--- config.mk ---
export PLATFORM = sky130hd
export DESIGN_NAME = klam_ctrl
export DESIGN_NICKNAME = d
export VERILOG_FILES = /design/src/hdl/klam_pkg.sv /design/src/hdl/klam_ctrl.sv
export VERILOG_INCLUDE_DIRS = /design/src /design/src/hdl
export SDC_FILE = /design/constraint.sdc
export NUM_CORES = 1
export LEC_CHECK = 0
export ABC_AREA = 1
export BUFFER_PORTS_ARGS = -buffer_cell sky130_fd_sc_hd__buf_4
export CAP_MARGIN = 20
export CORE_ASPECT_RATIO = 0.9
export CORE_MARGIN = 8
export CORE_UTILIZATION = 52
export DETAILED_ROUTE_END_ITERATION = 7
export PLACE_DENSITY = 0.79
export RECOVER_POWER = 25
export SLEW_MARGIN = 25
export SYNTH_ARGS = -nofsm -noshare
export SYNTH_HDL_FRONTEND = slang
export SYNTH_SLANG_ARGS = --single-unit
--- constraint.sdc ---
create_clock -name clk -period 1.9 [get_ports clk]
set_clock_uncertainty 0.15 [all_clocks]
set_input_delay 0.19 -clock clk [delete_from_list [all_inputs] [get_ports clk]]
set_output_delay 0.19 -clock clk [all_outputs]
set_load 0.01 [all_outputs]
--- src/hdl/keyframe_lerp_affine_matrix_defines.svh ---
// Assertion macros shared by the keyframe transform block.
`ifndef KEYFRAME_LERP_AFFINE_MATRIX_DEFINES_SVH
`define KEYFRAME_LERP_AFFINE_MATRIX_DEFINES_SVH

// Same-cycle implication, clocked on clk and held off during reset.
`define KLAM_ASSERT_IMP(lbl, ante, cons, msg) \
	lbl: assert property (@(posedge clk) disable iff (!arst_n) (ante) |-> (cons)) \
		else $error(msg);

// Next-cycle implication, clocked on clk and held off during reset.
`define KLAM_ASSERT_NXT(lbl, ante, cons, msg) \
	lbl: assert property (@(posedge clk) disable iff (!arst_n) (ante) |=> (cons)) \
		else $error(msg);

`endif

--- src/hdl/klam_pkg.sv ---
`default_nettype none
package klam_pkg;
	localparam int MAX_KEYS  = 64;
	localparam int KEY_W     = $clog2(MAX_KEYS);
	localparam int N_W       = KEY_W + 1;
	localparam int NUM_COMP  = 11;
	localparam int MEM_DEPTH = MAX_KEYS * NUM_COMP;
	localparam int ADDR_W    = $clog2(MEM_DEPTH);
	localparam int FRAC_BITS = 16;
	localparam int KC_W      = 7;
	localparam int W         = 32;
	localparam int MUL_W     = W + 1;
	localparam int PROD_W    = 2 * MUL_W;
	localparam int QP_W      = 2 * W - FRAC_BITS;
	localparam int ROT_W     = QP_W + 4;
	localparam int CNT_W     = $clog2((FRAC_BITS > 10) ? FRAC_BITS : 10);
	localparam int IN_W      = 80;
	localparam int OUT_W     = 136;

	localparam logic [CNT_W-1:0] DIV_LAST  = CNT_W'(FRAC_BITS - 1);
	localparam logic [CNT_W-1:0] LAST_COMP = CNT_W'(9);
	localparam logic [CNT_W-1:0] LAST_PROD = CNT_W'(8);
	localparam logic [CNT_W-1:0] LAST_ROW  = CNT_W'(3);

	localparam logic CMD_LOAD = 1'b0;
	localparam logic CMD_EVAL = 1'b1;

	typedef enum logic [4:0] {
		S_IDLE, S_TLAST, S_TLAST_W, S_SRCH, S_SRCH_W, S_T0, S_T0_W, S_DIV,
		S_LA, S_LB, S_LM, S_LS, S_QM, S_QS, S_MM, S_MS, S_OUT
	} state_t;

	typedef enum logic [2:0] {RD_TLAST, RD_TK1, RD_TK, RD_A, RD_B} rd_sel_t;

	typedef struct packed {
		logic             start;
		logic             chk_hold;
		logic             k_inc;
		logic             cap_t1;
		logic             cap_t0;
		logic             div_step;
		logic             cap_a;
		logic             lerp_mul;
		logic             lerp_sum;
		logic             q_mul;
		logic             q_store;
		logic             m_mul;
		logic             m_store;
		logic             out_load;
		rd_sel_t          rd;
		logic [CNT_W-1:0] idx;
	} ctl_cmd_t;

	typedef struct packed {
		logic hold;
		logic more;
		logic ratio_zero;
		logic out_free;
	} ctl_sts_t;
endpackage
`default_nettype wire

--- src/hdl/klam_ctrl.sv ---
`default_nettype none
`include "keyframe_lerp_affine_matrix_defines.svh"
module klam_ctrl (
	input  wire                  clk,
	input  wire                  arst_n,
	input  wire                  s_tvalid,
	input  wire                  s_tuser,
	output logic                 s_tready,
	input  klam_pkg::ctl_sts_t   sts,
	output klam_pkg::ctl_cmd_t   cmd
);
	import klam_pkg::*;

	state_t           state_q, state_d;
	logic [CNT_W-1:0] cnt_q, cnt_d;

	always_ff @(posedge clk or negedge arst_n) begin
		if (!arst_n) begin
			state_q <= S_IDLE;
			cnt_q   <= '0;
		end else begin
			state_q <= state_d;
			cnt_q   <= cnt_d;
		end
	end

	always_comb begin
		state_d = state_q;
		cnt_d   = cnt_q;
		case (state_q)
			S_IDLE: begin
				if (s_tvalid && s_tuser == CMD_EVAL) state_d = S_TLAST;
			end
			S_TLAST: state_d = S_TLAST_W;
			S_TLAST_W: begin
				cnt_d = '0;
				state_d = sts.hold ? S_LA : S_SRCH;
			end
			S_SRCH: state_d = S_SRCH_W;
			S_SRCH_W: state_d = sts.more ? S_SRCH : S_T0;
			S_T0: state_d = S_T0_W;
			S_T0_W: begin
				cnt_d = '0;
				state_d = sts.ratio_zero ? S_LA : S_DIV;
			end
			S_DIV: begin
				if (cnt_q == DIV_LAST) begin
					cnt_d = '0;
					state_d = S_LA;
				end else begin
					cnt_d = cnt_q + 1'b1;
				end
			end
			S_LA: state_d = S_LB;
			S_LB: state_d = S_LM;
			S_LM: state_d = S_LS;
			S_LS: begin
				if (cnt_q == LAST_COMP) begin
					cnt_d = '0;
					state_d = S_QM;
				end else begin
					cnt_d = cnt_q + 1'b1;
					state_d = S_LA;
				end
			end
			S_QM: state_d = S_QS;
			S_QS: begin
				if (cnt_q == LAST_PROD) begin
					cnt_d = '0;
					state_d = S_MM;
				end else begin
					cnt_d = cnt_q + 1'b1;
					state_d = S_QM;
				end
			end
			S_MM: state_d = S_MS;
			S_MS: begin
				if (cnt_q == LAST_PROD) begin
					cnt_d = '0;
					state_d = S_OUT;
				end else begin
					cnt_d = cnt_q + 1'b1;
					state_d = S_MM;
				end
			end
			S_OUT: begin
				if (sts.out_free) begin
					if (cnt_q == LAST_ROW) begin
						cnt_d = '0;
						state_d = S_IDLE;
					end else begin
						cnt_d = cnt_q + 1'b1;
					end
				end
			end
			default: begin
				state_d = S_IDLE;
				cnt_d = '0;
			end
		endcase
	end

	always_comb begin
		cmd = '0;
		cmd.rd = RD_TLAST;
		cmd.idx = cnt_q;
		s_tready = 1'b0;
		case (state_q)
			S_IDLE: begin
				s_tready = 1'b1;
				cmd.start = s_tvalid;
			end
			S_TLAST: cmd.rd = RD_TLAST;
			S_TLAST_W: cmd.chk_hold = 1'b1;
			S_SRCH: cmd.rd = RD_TK1;
			S_SRCH_W: begin
				cmd.k_inc  = sts.more;
				cmd.cap_t1 = !sts.more;
			end
			S_T0: cmd.rd = RD_TK;
			S_T0_W: cmd.cap_t0 = 1'b1;
			S_DIV: cmd.div_step = 1'b1;
			S_LA: cmd.rd = RD_A;
			S_LB: begin
				cmd.rd = RD_B;
				cmd.cap_a = 1'b1;
			end
			S_LM: cmd.lerp_mul = 1'b1;
			S_LS: cmd.lerp_sum = 1'b1;
			S_QM: cmd.q_mul = 1'b1;
			S_QS: cmd.q_store = 1'b1;
			S_MM: cmd.m_mul = 1'b1;
			S_MS: cmd.m_store = 1'b1;
			S_OUT: cmd.out_load = sts.out_free;
			default: cmd = '0;
		endcase
	end

	`KLAM_ASSERT_IMP(a_out_free, cmd.out_load, sts.out_free, "row loaded over a pending result")
	`KLAM_ASSERT_NXT(a_eval_go, s_tvalid && s_tready && s_tuser == CMD_EVAL, state_q == S_TLAST, "evaluate request not started")
	`KLAM_ASSERT_IMP(a_comp_rng, state_q == S_LS, cnt_q <= LAST_COMP, "component counter out of range")
	`KLAM_ASSERT_NXT(a_run_end, state_q == S_OUT && sts.out_free && cnt_q == LAST_ROW, state_q == S_IDLE, "run did not end after row 3")
endmodule
`default_nettype wire

==> impl_metrics.csv <==
group,metric,value,unit
synthesis,synth_top_family_by_area,"simple AND/OR/NAND/NOR gates",
floorplan,dieHeight,60.2,um
worst_setup_path,path_cells,"inv_6 > nand3_2 > inv_2 > nand2_1 > nor2_1 > buf_4",
cts,cts_tree,"done",
synthesis,ys_seq_elements,9,
synthesis,synth_cell_types,28,
synthesis,ys_warn_count,0,
sta,maxSlewViolCount,0,
routing,via_per_inst,5.38,
synthesis,synth_top_cell_area_share,19.9,%
worst_setup_path,critPathMaxFanout,8,
routing,remaining_drc_errors,0,
min_path,min_path_type,"primary input to register",
floorplan,boundaryPins,30,
routing,post_drt_wl_per_cell,13.2,um
synthesis,synth_area,1130,um^2
sta,fin_tns_setup,0,ns
synthesis,synth-xor-area-share,1.55,%
flow_run,cap_violations,0,
finish,layout-drive-gt1-share,31.0,%
power_and_ir_drop,power_leakage,0.812,nW
sta,setup_viol,0,
synthesis,syn_area_per_cell,5.88,um^2
finish,final_area,1440,um^2
cts,htreeDepth,1,
synthesis,synth-simple-area-share,61.1,%
global_routing,grt_pass1_wl,5600,um
placement,dp_hpwl,2730,um
sta,fin_ws,0.0483,ns
worst_setup_path,regToRegSetupSlack,0.19,ns
routing,drt-pass1-iter-count,4,
global_routing,grt_pass1_vias,1182,
worst_setup_path,max_stage_delay,0.48,ns
routing,drt_iter0_markers,141,
worst_setup_path,worstSetupEndpointType,"primary output",
sta,fmax,0.540,GHz
sta,rsz0062_at_grt,"false",
global_routing,grt_max_degree,10,
synthesis,synth_area_leader_cell,"dfrtp_1",
sta,relSlewSlack,69.2,%
synthesis,ys_seq_area_share,19.9,%
global_routing,grt-ovfl-total,0,
synthesis,muxShareOfSynthArea,0,%
cts,cts_root_buf,"clkbuf_4",
synthesis,syn_nets,203,
sta,hold_slack,0.120,ns
cts,cts.path.max_buffers,2,
cts,clk_latency,0.25,ns
finish,final_common_cell,"nand2_1",
worst_setup_path,slowest_stage,"dfrtp_2",
worst_setup_path,path_class,"register to primary output",
finish,diodes,0,
run_status,status,"completed",
synthesis,async_flop_share,100,%
placement,placed_cell_area,1370,um^2
min_path,hold-path-cell-count,4,
routing,num_vias,1361,
cts,clk_pin_slew,0.06,ns
floorplan,coreArea,2120,um^2
finish,fin_nets,238,
floorplan,die_width,65.1,um
worst_setup_path,cp_data_arrival_time,1.51,ns
floorplan,start_util,53.2,%
routing,drt-total-wl,3340,um
global_routing,grt_antenna_before_repair,0,
floorplan,dieArea,3920,um^2
synthesis,synth_compound_area_share,3.10,%
power_and_ir_drop,power_density,1150,nW/um^2
global_routing,grtUsageTotal,17.6,%
placement,gp_congestion,0.990,
synthesis,synth.area.top_cells,"dfrtp_1 20%, nand2_1 17%, nor2_1 12%",
synthesis,synth_edf_count,0,
routing,ant_nets,0,
synthesis,synth_ff_type,"dfrtp_1",
finish,final_cell_mix,"52 x nand2_1, 35 x nor2_1, 30 x buf_4, 22 x inv_1, 16 x nand3_1",
finish,syn_to_final_growth,27.1,%
worst_setup_path,crit_required,1.56,ns
power_and_ir_drop,vdd_drop_max,0.740,mV
placement,dp_slack,0.168,ns
sta,post-route-min-period,1.85,ns
sta,worstMarginPinSlew,0.462,ns
synthesis,synthAdderAreaFrac,3.32,%
floorplan,rows,16,
cts,cts_buffers,3,
sta,fin_crit_sh,97.5,%
placement,port_buffers,29,
synthesis,synthesis.instances,192,
worst_setup_path,r2r_cells,9,
cts,cts_sinks,9,
sta,hold_viol_final,0,
worst_setup_path,startpoint_type,"register",
==> worst max-delay path: cells and delay by family (launching register included) <==
family                 cells  cell delay [ns]
DFF                        1             0.48
and+or+nand+nor            3             0.38
buffers and inverters      3             0.40
==> flip-flops by register name (all words and copies together) (netlist names) <==
name and count:
state_q 5, cnt_q 4
==> layer usage <==
metal,up-vias,track usage [%],part of all wire (%)
li1,673,-,-
met1,621,24.8,47
met2,64,27.1,43
met3,3,3.56,9.5
met4,0,2.80,0.27
met5,-,0,0
==> metrics by stage <==
stage | total power [mW] | utilization [%] | cells
final | 1.65 | 67.7 | 253
after global placement | 1.42 | 64.5 | 246
after global routing | 1.79 | 67.7 | 253
after detailed placement | 1.44 | 64.5 | 246
after CTS | 1.60 | 66.6 | 251
after floorplan | 1.11 | - | 192
==> Yosys cell counts, types with 2 or more instances <==
cell	n
dfrtp_1	9
nand3_2	4
and3_1	2
nand2_1	52
ha_1	3
nor2_4	3
nor3_1	5
nor2_1	35
nor2_2	9
nand3_1	16
nand2_2	6
inv_2	4
inv_1	23
nand4_1	7
==> power breakdown <==
part           total [mW]  switching [mW]  internal, mW  leakage [nW]
combinational        1.16           0.725         0.433         0.682
clock               0.143          0.0627        0.0807        0.0150
sequential          0.347           0.102         0.245         0.114
total                1.65           0.890         0.759         0.812
==> what timing repair did <==
| item | 4_1_cts | 5_1_grt |
|---|---|---|
| hold buffers | 1 | 0 |
| resized for setup | 1 | 7 |
| endpoints found under the setup margin | 2 | 10 |
| endpoints found under the hold margin | 9 | 0 |
| setup buffers | 0 | 2 |
==> kinds of logic (layout without fill, tap and decap cells) <==
logic type | Yosys count | count (layout)
buffers and inverters | 31 | 65
xor gates and xnor gates | 2 | 2
AOI/OAI and AO/OA | 5 | 5
adders and majority gates | 3 | 3
and+or+nand+nor | 142 | 142
DFF | 9 | 9
==> area by class of cell <==
type,instances,area (um^2)
multi-input cells,152,793
fillers,205,686
repair buffers,32,239
inverters,29,114
flip-flops and latches,9,230
clock buffers,4,26.3
well taps,27,33.8
==> final timing paths <==
kind / from / to
min in group asynchronous: arst_n / state_q[0]
max in group asynchronous: arst_n / cnt_q[0]
worst min-delay path: sts[1] / state_q[3]
worst max register to register: cnt_q[0] / cnt_q[2]
worst min register to register: cnt_q[1] / cnt_q[1]
worst max-delay path: state_q[4] / cmd[18]
No activity file was read; power rests on OpenSTA's default activity.
