File: src/hdl/keyframe_lerp_affine_matrix_defines.svh
// Assertion macros shared by the keyframe transform block.
`ifndef KEYFRAME_LERP_AFFINE_MATRIX_DEFINES_SVH
`define KEYFRAME_LERP_AFFINE_MATRIX_DEFINES_SVH

// Same-cycle implication, clocked on clk and held off during reset.
`define KLAM_ASSERT_IMP(lbl, ante, cons, msg) \
	lbl: assert property (@(posedge clk) disable iff (!arst_n) (ante) |-> (cons)) \
		else $error(msg);

// Next-cycle implication, clocked on clk and held off during reset.
`define KLAM_ASSERT_NXT(lbl, ante, cons, msg) \
	lbl: assert property (@(posedge clk) disable iff (!arst_n) (ante) |=> (cons)) \
		else $error(msg);

`endif

File: src/hdl/klam_pkg.sv
`default_nettype none
package klam_pkg;
	localparam int MAX_KEYS  = 64;
	localparam int KEY_W     = $clog2(MAX_KEYS);
	localparam int N_W       = KEY_W + 1;
	localparam int NUM_COMP  = 11;
	localparam int MEM_DEPTH = MAX_KEYS * NUM_COMP;
	localparam int ADDR_W    = $clog2(MEM_DEPTH);
	localparam int FRAC_BITS = 16;
	localparam int KC_W      = 7;
	localparam int W         = 32;
	localparam int MUL_W     = W + 1;
	localparam int PROD_W    = 2 * MUL_W;
	localparam int QP_W      = 2 * W - FRAC_BITS;
	localparam int ROT_W     = QP_W + 4;
	localparam int CNT_W     = $clog2((FRAC_BITS > 10) ? FRAC_BITS : 10);
	localparam int IN_W      = 80;
	localparam int OUT_W     = 136;

	localparam logic [CNT_W-1:0] DIV_LAST  = CNT_W'(FRAC_BITS - 1);
	localparam logic [CNT_W-1:0] LAST_COMP = CNT_W'(9);
	localparam logic [CNT_W-1:0] LAST_PROD = CNT_W'(8);
	localparam logic [CNT_W-1:0] LAST_ROW  = CNT_W'(3);

	localparam logic CMD_LOAD = 1'b0;
	localparam logic CMD_EVAL = 1'b1;

	typedef enum logic [4:0] {
		S_IDLE, S_TLAST, S_TLAST_W, S_SRCH, S_SRCH_W, S_T0, S_T0_W, S_DIV,
		S_LA, S_LB, S_LM, S_LS, S_QM, S_QS, S_MM, S_MS, S_OUT
	} state_t;

	typedef enum logic [2:0] {RD_TLAST, RD_TK1, RD_TK, RD_A, RD_B} rd_sel_t;

	typedef struct packed {
		logic             start;
		logic             chk_hold;
		logic             k_inc;
		logic             cap_t1;
		logic             cap_t0;
		logic             div_step;
		logic             cap_a;
		logic             lerp_mul;
		logic             lerp_sum;
		logic             q_mul;
		logic             q_store;
		logic             m_mul;
		logic             m_store;
		logic             out_load;
		rd_sel_t          rd;
		logic [CNT_W-1:0] idx;
	} ctl_cmd_t;

	typedef struct packed {
		logic hold;
		logic more;
		logic ratio_zero;
		logic out_free;
	} ctl_sts_t;
endpackage
`default_nettype wire

File: src/hdl/klam_apb.sv
`default_nettype none
module klam_apb (
	input  wire                        clk,
	input  wire                        arst_n,
	input  wire                        psel,
	input  wire                        penable,
	input  wire                        pwrite,
	input  wire [2:0]                  paddr,
	input  wire [31:0]                 pwdata,
	output logic [31:0]                prdata,
	output logic                       pready,
	output logic [klam_pkg::KC_W-1:0]  key_count
);
	import klam_pkg::*;

	logic [KC_W-1:0] key_count_q;

	always_ff @(posedge clk or negedge arst_n) begin
		if (!arst_n) begin
			key_count_q <= KC_W'(1);
		end else if (psel && penable && pwrite && pready && !paddr[2]) begin
			key_count_q <= pwdata[KC_W-1:0];
		end
	end

	assign pready    = 1'b1;
	assign prdata    = paddr[2] ? 32'd0 : {{(32-KC_W){1'b0}}, key_count_q};
	assign key_count = key_count_q;
endmodule
`default_nettype wire

File: config.mk
export PLATFORM = sky130hd
export DESIGN_NAME = klam_apb
export DESIGN_NICKNAME = d
export VERILOG_FILES = /design/src/hdl/keyframe_lerp_affine_matrix_defines.svh /design/src/hdl/klam_pkg.sv /design/src/hdl/klam_apb.sv
export SDC_FILE = /design/constraint.sdc
export NUM_CORES = 1
export LEC_CHECK = 0
export BUFFER_PORTS_ARGS = -buffer_cell sky130_fd_sc_hd__buf_2
export CORE_MARGIN = 2
export CORE_UTILIZATION = 28
export CTS_CLUSTER_DIAMETER = 80
export DETAILED_ROUTE_END_ITERATION = 7
export PLACE_DENSITY = 0.77
export SLEW_MARGIN = 10
export SYNTH_ARGS = -nofsm -noshare
export SYNTH_HDL_FRONTEND = slang
export SYNTH_SLANG_ARGS = --single-unit
File: constraint.sdc
create_clock -name clk -period 2.2 [get_ports clk]
set_clock_uncertainty 0.05 [all_clocks]
set_input_delay 0 -clock clk [delete_from_list [all_inputs] [get_ports clk]]
set_output_delay 0 -clock clk [all_outputs]
set_load 0.005 [all_outputs]
==> results of run 1 <==
-- per-layer routing --
| layer | part of all wire, % | vias up |
|---|---|---|
| met5 | 0 | - |
| met4 | 0 | 0 |
| met3 | 10 | 0 |
| met2 | 53 | 31 |
| met1 | 36 | 169 |
| li1 | - | 178 |
-- path summary, 6_finish.rpt --
check,start,to
max in group asynchronous,arst_n,key_count[0]$_DFFE_PN1P_
worst min-delay path,arst_n,key_count[6]$_DFFE_PN0P_
min in group clk,penable,key_count[6]$_DFFE_PN0P_
worst max register to register,key_count[2]$_DFFE_PN0P_,key_count[2]$_DFFE_PN0P_
worst max-delay path,key_count[0]$_DFFE_PN1P_,prdata[0]
worst min register to register,key_count[6]$_DFFE_PN0P_,key_count[6]$_DFFE_PN0P_
-- cell type report --
| class | instances | share of cell area [%] |
|---|---|---|
| Sequential cell | 7 | 25.00 |
| Tap cell | 25 | 4.433 |
| Clock buffer | 4 | 3.723 |
| Timing Repair Buffer | 34 | 29.79 |
| Multi-Input combinational cell | 41 | 37.06 |
-- timing repair --
action                                 4_1_cts  5_1_grt
setup endpoints to repair                    0        0
endpoints found under the hold margin       14        0
hold buffers                                 8        0
-- kinds of logic (layout without fill, tap and decap cells) --
kind of cell / Yosys count / count (layout) / share of synthesized area [%]
flip-flops: 7 / 7 / 32.49
buffers and inverters: 26 / 38 / 35.95
other: 2 / 26 / 1.383
multiplexers: 7 / 7 / 14.52
AND/OR/NAND/NOR: 8 / 8 / 15.67
-- power breakdown --
part           total, W  internal, W  switching (W)
combinational  0.000133    0.0000808      0.0000521
clock          0.000113    0.0000690      0.0000436
sequential     0.000177     0.000161      0.0000168
total          0.000423     0.000310       0.000112
-- metrics by stage --
step / hold slack (ps) / setup WS, ps / power (W)
after floorplan: -345.6 / 1400 / 0.0002722
after global placement: -206.7 / 1301 / 0.0002990
after detailed placement: -203.0 / 1302 / 0.0003033
after CTS: 61.10 / 1141 / 0.0004329
after global routing: 74.28 / 1116 / 0.0004627
final: 70.19 / 1157 / 0.0004228
-- placed cells by master, fill, tap and decap left out, drive strengths merged --
cell	Yosys	final
conb	2	26
buf	26	26
dlygate4sd3	0	8
and2b	7	7
mux2	7	7
dfrtp	6	6
clkbuf	0	4
nand4b	1	1
dfstp	1	1
==> flow_metrics.env, run 1 <==
export IMPL_grt_pass1_vias=317
export IMPL_synth_cell_types=7
export IMPL_wl_per_cell_um=8.108
export IMPL_period_minus_slack_ps=1043
export IMPL_slew_violations=0
export IMPL_crit_chain="and2b_2 -> buf_2"
export IMPL_endpoint_kind="output port"
export IMPL_avgViaCountPerCell=3.405
export IMPL_reg2regPathDepth=1
export IMPL_fillers=187
export IMPL_crit_slowest_cell="dfstp_2"
export IMPL_register_area_um2=176.4
export IMPL_synth_edf_count=0
export IMPL_syn_area_per_cell_um2=10.86
export IMPL_yosysSeqAreaShare_pct=32.49
export IMPL_p_per_area_nw_per_um2=599.1
export IMPL_startpoint_type="flop"
export IMPL_layout_drive_gt1_share_pct=52.33
export IMPL_placedCellCount=99
export IMPL_largest_reg_flops=7
export IMPL_met2_usage_pct=16.53
export IMPL_status="finished, final reports clean"
export IMPL_drc_errors=0
export IMPL_fmax_mhz=958.8
export IMPL_arrival_ps=990
export IMPL_vdd_drop_max_mv=0.4208
export IMPL_clk_latency_ps=240
export IMPL_cts_buffer_depth=2
export IMPL_r2r_slack_ps=1390
export IMPL_dpl_instance_area_um2=599.3
export IMPL_worst_ep_required_time_ps=2150
export IMPL_dieArea_um2=2308
export IMPL_crit_family="flip-flops"
export IMPL_synth_most_common_cell="buf_4"
export IMPL_track_usage_pct=8.722
export IMPL_hold_viol=0
export IMPL_start_util_pct=30.46
export IMPL_antenna_found_initial=0
export IMPL_async_flop_share_pct=100.0
export IMPL_dieHeight_um=48.04
export IMPL_cts_tree="built"
export IMPL_cp_max_fo=3
export IMPL_gp_congestion=0.5815
export IMPL_rsz0062_at_grt="false"
export IMPL_coreArea_um2=1783
export IMPL_ys_warn_count=0
export IMPL_ys_top_cells_by_area="buf_4 36%, dfrtp_1 28%, mux2_2 15%"
export IMPL_syn_area_um2=543.0
export IMPL_final_cells=111
export IMPL_setup_tns_ps=0
export IMPL_synth_top_area_cell="buf_4"
export IMPL_drt_total_wl_um=900
export IMPL_synth_top_area_share_pct=35.94
export IMPL_finalInstanceArea_um2=705.7
export IMPL_hpwl_um=734.9
export IMPL_busiest_layer="met2"
export IMPL_grtUsageMet1_pct=7.014
export IMPL_setup_worst_path_class="flop to output port"
export IMPL_areaGrowthSynthToFinish_pct=29.95
export IMPL_hold_path_class="input port to asynchronous set/reset pin"
export IMPL_cts_sink_count=7
export IMPL_maxCapViolCount=0
export IMPL_synthTopCellsByCount="26 x buf_4, 7 x and2b_2, 7 x mux2_2, 6 x dfrtp_1, 2 x conb_1"
export IMPL_row_count=15
export IMPL_portBuffers=26
export IMPL_leakage_nw=0.4083
export IMPL_htreeDepth=1
export IMPL_root_buffer="clkbuf_4"
export IMPL_synth_main_ff_cell="dfrtp_1"
export IMPL_clkTransAtPathRegs_ps=50
export IMPL_n_antenna_cell=0
export IMPL_grtUsageMet3_pct=5.660
export IMPL_max_stage_delay_ps=530
export IMPL_nets=127
export IMPL_postCtsSetupBuffers=0
export IMPL_yosys_register_bits=7
export IMPL_netlist_instances=50
export IMPL_vias=378
export IMPL_ios=80
export IMPL_drtIter0Drc=0
export IMPL_finalCritPeriodShare_pct=47.41
export IMPL_fin_util_pct=39.58
export IMPL_ant_nets=0
export IMPL_grt_max_degree=9
export IMPL_drt_pass1_iter_count=1
export IMPL_cts_made_buffers=3
export IMPL_die_x_um=48.04
export IMPL_cp_num_buf_inv=1
export IMPL_grt_pass1_wl_mm=1.297
export IMPL_multi_input_area_um2=261.5
export IMPL_grt_ovfl_total=0
export IMPL_cts_repair_resized=0
export IMPL_setup_viol=0
export IMPL_cp_num_cells=2
Power figures use the tool's default switching activity.
==> run 2, diff against run 1 <==
ABC_AREA = 1   (was unset)
CORE_UTILIZATION = 27   (was 28)
PLACE_DENSITY = 0.76   (was 0.77)
clock period = 0.8 ns   (was 2.2 ns; I/O delays follow)
==> flow_metrics.env, run 2 <==
export IMPL_status="finished with violations"
export IMPL_violations="negative setup slack"
export IMPL_die_x_um=50.07
export IMPL_grt_ovfl_total=0
export IMPL_endpoint_kind="output port"
export IMPL_drt_total_wl_mm=1.048
export IMPL_topRoutingLayerUsed="met4"
export IMPL_arrival_ps=1020
export IMPL_htreeDepth=1
export IMPL_ios=80
export IMPL_syn_area_um2=573.1
export IMPL_cts_sink_count=7
export IMPL_finalCritPeriodShare_pct=134.1
export IMPL_drtIter0Drc=3
export IMPL_gp_congestion=0.7261
export IMPL_n_antenna_cell=0
export IMPL_period_minus_slack_ps=1073
export IMPL_preCtsSetupSlack_ps=10.93
export IMPL_hold_viol=0
export IMPL_netlist_instances=76
export IMPL_maxCapViolCount=0
export IMPL_row_count=16
export IMPL_netSwitchingPower_w=0.0003831
export IMPL_synth_edf_count=0
export IMPL_nets=160
export IMPL_drt_pass1_iter_count=3
export IMPL_multi_input_area_um2=249.0
export IMPL_grt_pass1_vias=379
export IMPL_cts_buffer_depth=2
export IMPL_antenna_found_initial=0
export IMPL_synth_top_area_cell="buf_4"
export IMPL_placedCellCount=127
export IMPL_leakage_nw=0.5063
export IMPL_setup_viol=15
export IMPL_start_util_pct=28.91
export IMPL_register_area_um2=176.4
export IMPL_setup_worst_path_class="flop to output port"
export IMPL_clk_latency_ps=260
export IMPL_wl_met2_um=539
export IMPL_p_int_w=0.0008703
export IMPL_root_buffer="clkbuf_4"
export IMPL_slew_violations=0
export IMPL_grt_max_degree=9
export IMPL_cp_max_fo=3
export IMPL_ys_top_cells_by_area="buf_4 34%, dfrtp_1 26%, nand2_1 9.8%"
export IMPL_synth_most_common_cell="buf_4"
export IMPL_avgViaCountPerCell=3.404
export IMPL_ant_nets=0
export IMPL_p_per_area_nw_per_um2=1580
export IMPL_synth_cell_types=12
export IMPL_dieArea_um2=2507
export IMPL_seqPwrFrac_pct=37.9
export IMPL_power_frac_comb_pct=36.4
export IMPL_async_flop_share_pct=100.0
export IMPL_largest_reg_flops=7
export IMPL_worst_slack_ps=-272.5
export IMPL_fmax_mhz=932.4
export IMPL_wl_met1_um=371
export IMPL_wl_per_cell_um=7.178
export IMPL_clkTransAtPathRegs_ps=50
export IMPL_layout_drive_gt1_share_pct=36.13
export IMPL_ys_warn_count=0
export IMPL_drc_errors=0
export IMPL_vdd_drop_max_mv=0.5647
export IMPL_swShare_pct=30.57
export IMPL_final_cell_mix="26 x conb_1, 26 x buf_2, 15 x nand2_1"
export IMPL_pwr_share_clk_pct=25.7
export IMPL_track_usage_pct=8.281
export IMPL_fillers=216
export IMPL_hpwl_um=858.5
export IMPL_holdWs_ps=21.34
export IMPL_coreArea_um2=1982
export IMPL_portBuffers=26
export IMPL_grt_pass1_wl_mm=1.518
export IMPL_synth_top_area_share_pct=34.06
export IMPL_syn_area_per_cell_um2=7.540
export IMPL_startpoint_type="flop"
export IMPL_wl_met3_um=109
export IMPL_areaGrowthSynthToFinish_pct=38.43
export IMPL_hold_path_class="input port to flop"
export IMPL_yosysSeqAreaShare_pct=30.79
export IMPL_cts_tree="built"
export IMPL_yosys_register_bits=7
export IMPL_vias=497
export IMPL_dieHeight_um=50.07
export IMPL_fin_total_pwr_w=0.001253
export IMPL_cts_made_buffers=3
export IMPL_synth_main_ff_cell="dfrtp_1"
export IMPL_rsz0062_at_grt="true"
export IMPL_final_cells=146
export IMPL_worst_ep_required_time_ps=750
export IMPL_synthTopCellsByCount="26 x buf_4, 15 x nand2_1, 8 x inv_1, 7 x nand3_1, 7 x nor2_1"
-- run 2: changes by cell type in the layout (fill, tap and decap cells not counted), moves of 2 or more --
| cell | change |
|---|---|
| nor2_1 | +6 |
| mux2_2 | -7 |
| buf_4 | +7 |
| and2b_2 | -7 |
| inv_1 | +7 |
| inv_2 | +2 |
| nand3_1 | +7 |
| nand2_1 | +15 |
-- run 2: worst paths after layout --
kind / from / end / slack, ps / cells after the start
worst max-delay path: key_count[0]$_DFFE_PN1P_ / prdata[0] / -270 / 3
worst min-delay path: paddr[2] / key_count[0]$_DFFE_PN1P_ / 20 / 4
worst max register to register: key_count[0]$_DFFE_PN1P_ / key_count[0]$_DFFE_PN1P_ / -140 / 4
worst min register to register: key_count[2]$_DFFE_PN0P_ / key_count[2]$_DFFE_PN0P_ / 460 / 2
max in group asynchronous: arst_n / key_count[0]$_DFFE_PN1P_ / 430 / 2
min in group asynchronous: arst_n / key_count[3]$_DFFE_PN0P_ / 50 / 2
-- run 2: layout make-up --
cell class	instances	share of cell area, %
timing repair buffer	42	34.54
multi-input combinational	57	31.39
sequential	7	22.24
inverter	9	4.259
tap	27	4.259
clock buffer	4	3.312
-- run 2: power by group through the flow --
stage | Combinational [W] | Clock [W] | Sequential [W]
floorplan | 0.000249 | 0 | 0.000486
global placement | 0.000311 | 0 | 0.000485
detailed placement | 0.000318 | 0 | 0.000485
CTS | 0.000433 | 0.000331 | 0.000473
global route | 0.000511 | 0.000346 | 0.000485
finish | 0.000456 | 0.000322 | 0.000476
-- run 2: metrics by stage --
stage	instance area, um^2	TNS (ps)	utilization, %
floorplan	663.1	0	-
global placement	628.1	0	31.69
detailed placement	628.1	0	31.69
CTS	779.5	-1229	39.33
global route	793.3	-1981	40.03
finish	793.3	-1254	40.03
-- run 2: what timing repair did --
item	4_1_cts	5_1_grt
pin swaps	0	2
hold buffers	8	0
endpoints found under the setup margin	14	16
endpoints found under the hold margin	14	0
buffers inserted	6	1
resized for setup	0	3
-- run 2: kinds of logic after synthesis --
kind of cell	after synthesis	share of synthesized area, %
AND/OR/NAND/NOR	31	25.98
other	2	1.311
flip-flops	7	30.79
buffers and inverters	36	41.92
-- run 2: routing by layer --
layer / GRT usage, % / vias up
met2: 14.47 / 32
met4: 6.944 / 0
met5: 0 / -
li1: - / 259
met1: 7.993 / 203
met3: 2.121 / 3
-- run 2: worst max-delay path, stage by stage (launching register included) --
cell and delay (ps):
dfstp_2 540, inv_2 40, nor2_2 80, buf_2 110
==> run 3, diff against run 2 <==
GPL_TIMING_DRIVEN = 0   (was unset)
==> flow_metrics.env, run 3 (synthesis gave the netlist of run 2 again) <==
export IMPL_status="finished with violations"
export IMPL_violations="negative setup slack"
export IMPL_worst_slack_ps=-254.4
export IMPL_areaGrowthSynthToFinish_pct=79.91
export IMPL_arrival_ps=1000
export IMPL_hold_viol=0
export IMPL_drtIter0Drc=5
export IMPL_clkTransAtPathRegs_ps=50
export IMPL_fillers=200
export IMPL_grt_max_degree=9
export IMPL_setup_viol=16
export IMPL_ios=80
export IMPL_start_util_pct=28.91
export IMPL_grt_pass1_wl_mm=1.656
export IMPL_die_x_um=50.07
export IMPL_finalInstanceArea_um2=1031
export IMPL_cts_tree="built"
export IMPL_maxCapViolCount=0
export IMPL_multi_input_area_um2=264.0
export IMPL_dpl_instance_area_um2=822.0
export IMPL_worst_ep_required_time_ps=750
export IMPL_largest_reg_flops=7
export IMPL_drt_pass1_iter_count=3
export IMPL_fmax_mhz=948.4
export IMPL_register_area_um2=176.4
export IMPL_grt_ovfl_total=0
export IMPL_vdd_drop_max_mv=0.7142
export IMPL_n_antenna_cell=0
export IMPL_period_minus_slack_ps=1054
export IMPL_cts_made_buffers=3
export IMPL_fin_util_pct=52.02
export IMPL_startpoint_type="flop"
export IMPL_coreArea_um2=1982
export IMPL_grt_pass1_vias=399
export IMPL_slew_violations=0
export IMPL_layout_drive_gt1_share_pct=52.74
export IMPL_fin_total_pwr_w=0.001434
export IMPL_clk_latency_ps=260
export IMPL_cp_max_fo=2
export IMPL_cts_buffer_depth=2
export IMPL_ant_nets=0
export IMPL_portBuffers=25
export IMPL_vias=581
export IMPL_rsz0062_at_grt="true"
export IMPL_htreeDepth=1
export IMPL_endpoint_kind="output port"
export IMPL_root_buffer="clkbuf_4"
export IMPL_track_usage_pct=9.051
export IMPL_finalCritPeriodShare_pct=131.8
export IMPL_leakage_nw=0.6580
export IMPL_dieHeight_um=50.07
export IMPL_crit_slowest_cell="dfstp_2"
export IMPL_wl_per_cell_um=7.127
export IMPL_avgViaCountPerCell=3.358
export IMPL_nets=187
export IMPL_cp_num_buf_inv=2
export IMPL_crit_chain="inv_2 -> nor2_2 -> buf_2"
export IMPL_hold_path_class="input port to flop"
export IMPL_max_stage_delay_ps=530
export IMPL_final_common_cell="buf_4"
export IMPL_final_cell_mix="32 x buf_4, 26 x conb_1, 24 x buf_2"
export IMPL_gp_congestion=0.7214
export IMPL_crit_family="flip-flops"
export IMPL_antenna_found_initial=0
export IMPL_row_count=16
export IMPL_p_per_area_nw_per_um2=1391
export IMPL_cts_sink_count=7
export IMPL_dieArea_um2=2507
export IMPL_drt_total_wl_mm=1.233
export IMPL_drc_errors=0
export IMPL_setup_worst_path_class="flop to output port"
==> run 3: timing repair <==
action                                  CTS  global route
buffers inserted                          5             4
hold buffers                              8             0
resized for setup                         0            13
endpoints found under the setup margin   14            18
pin swaps                                 0             1
endpoints found under the hold margin    14             0
==> run 3: per-stage QoR <==
stage / TNS [ps] / cells / setup slack, ps / hold slack, ps
global placement: 0 / 152 / 11.42 / -222.2
floorplan: 0 / 100 / 74.11 / -345.6
detailed placement: 0 / 152 / 5.711 / -215.2
global route: -2177 / 173 / -302.6 / 55.21
CTS: -1285 / 169 / -268.2 / 0.4411
finish: -1490 / 173 / -254.4 / 9.187
==> run 3: path summary, 6_finish.rpt <==
check	startpoint	endpoint	slack, ps	cells after the start
worst min register to register	key_count[4]$_DFFE_PN0P_	key_count[4]$_DFFE_PN0P_	530	3
worst max-delay path	key_count[0]$_DFFE_PN1P_	prdata[0]	-250	3
worst min-delay path	paddr[2]	key_count[0]$_DFFE_PN1P_	9	4
worst max register to register	key_count[0]$_DFFE_PN1P_	key_count[0]$_DFFE_PN1P_	-160	4
max in group asynchronous	arst_n	key_count[0]$_DFFE_PN1P_	420	2
min in group asynchronous	arst_n	key_count[2]$_DFFE_PN0P_	50	2
==> run 3: metal layers <==
| layer | share of wire (%) | GRT usage, % | vias up |
|---|---|---|---|
| met4 | 3.2 | 8.333 | 0 |
| met1 | 33 | 9.328 | 234 |
| li1 | - | - | 310 |
| met2 | 53 | 15.13 | 32 |
| met3 | 10 | 1.818 | 5 |
| met5 | 0 | 0 | - |
==> run 3: power breakdown <==
group / switching (W) / internal, W / leakage (nW)
combinational: 0.000247 / 0.000386 / 0.557
clock: 0.000133 / 0.000190 / 0.0150
sequential: 0.0000493 / 0.000429 / 0.0859
==> run 3: layout make-up <==
class                   count  area share (%)
multi-input cells          57           25.61
flip-flops and latches      7           17.11
plain buffers              27           20.02
well taps                  27           3.277
repair buffers             42           28.16
inverters                   9           3.277
clock buffers               4           2.549
==> run 3: worst reg2reg max path: cells and delay by family, from the launching register on <==
| kind | cells | cell delay [ps] |
|---|---|---|
| DFF | 1 | 530 |
| buffers and inverters | 2 | 210 |
| and+or+nand+nor | 2 | 110 |
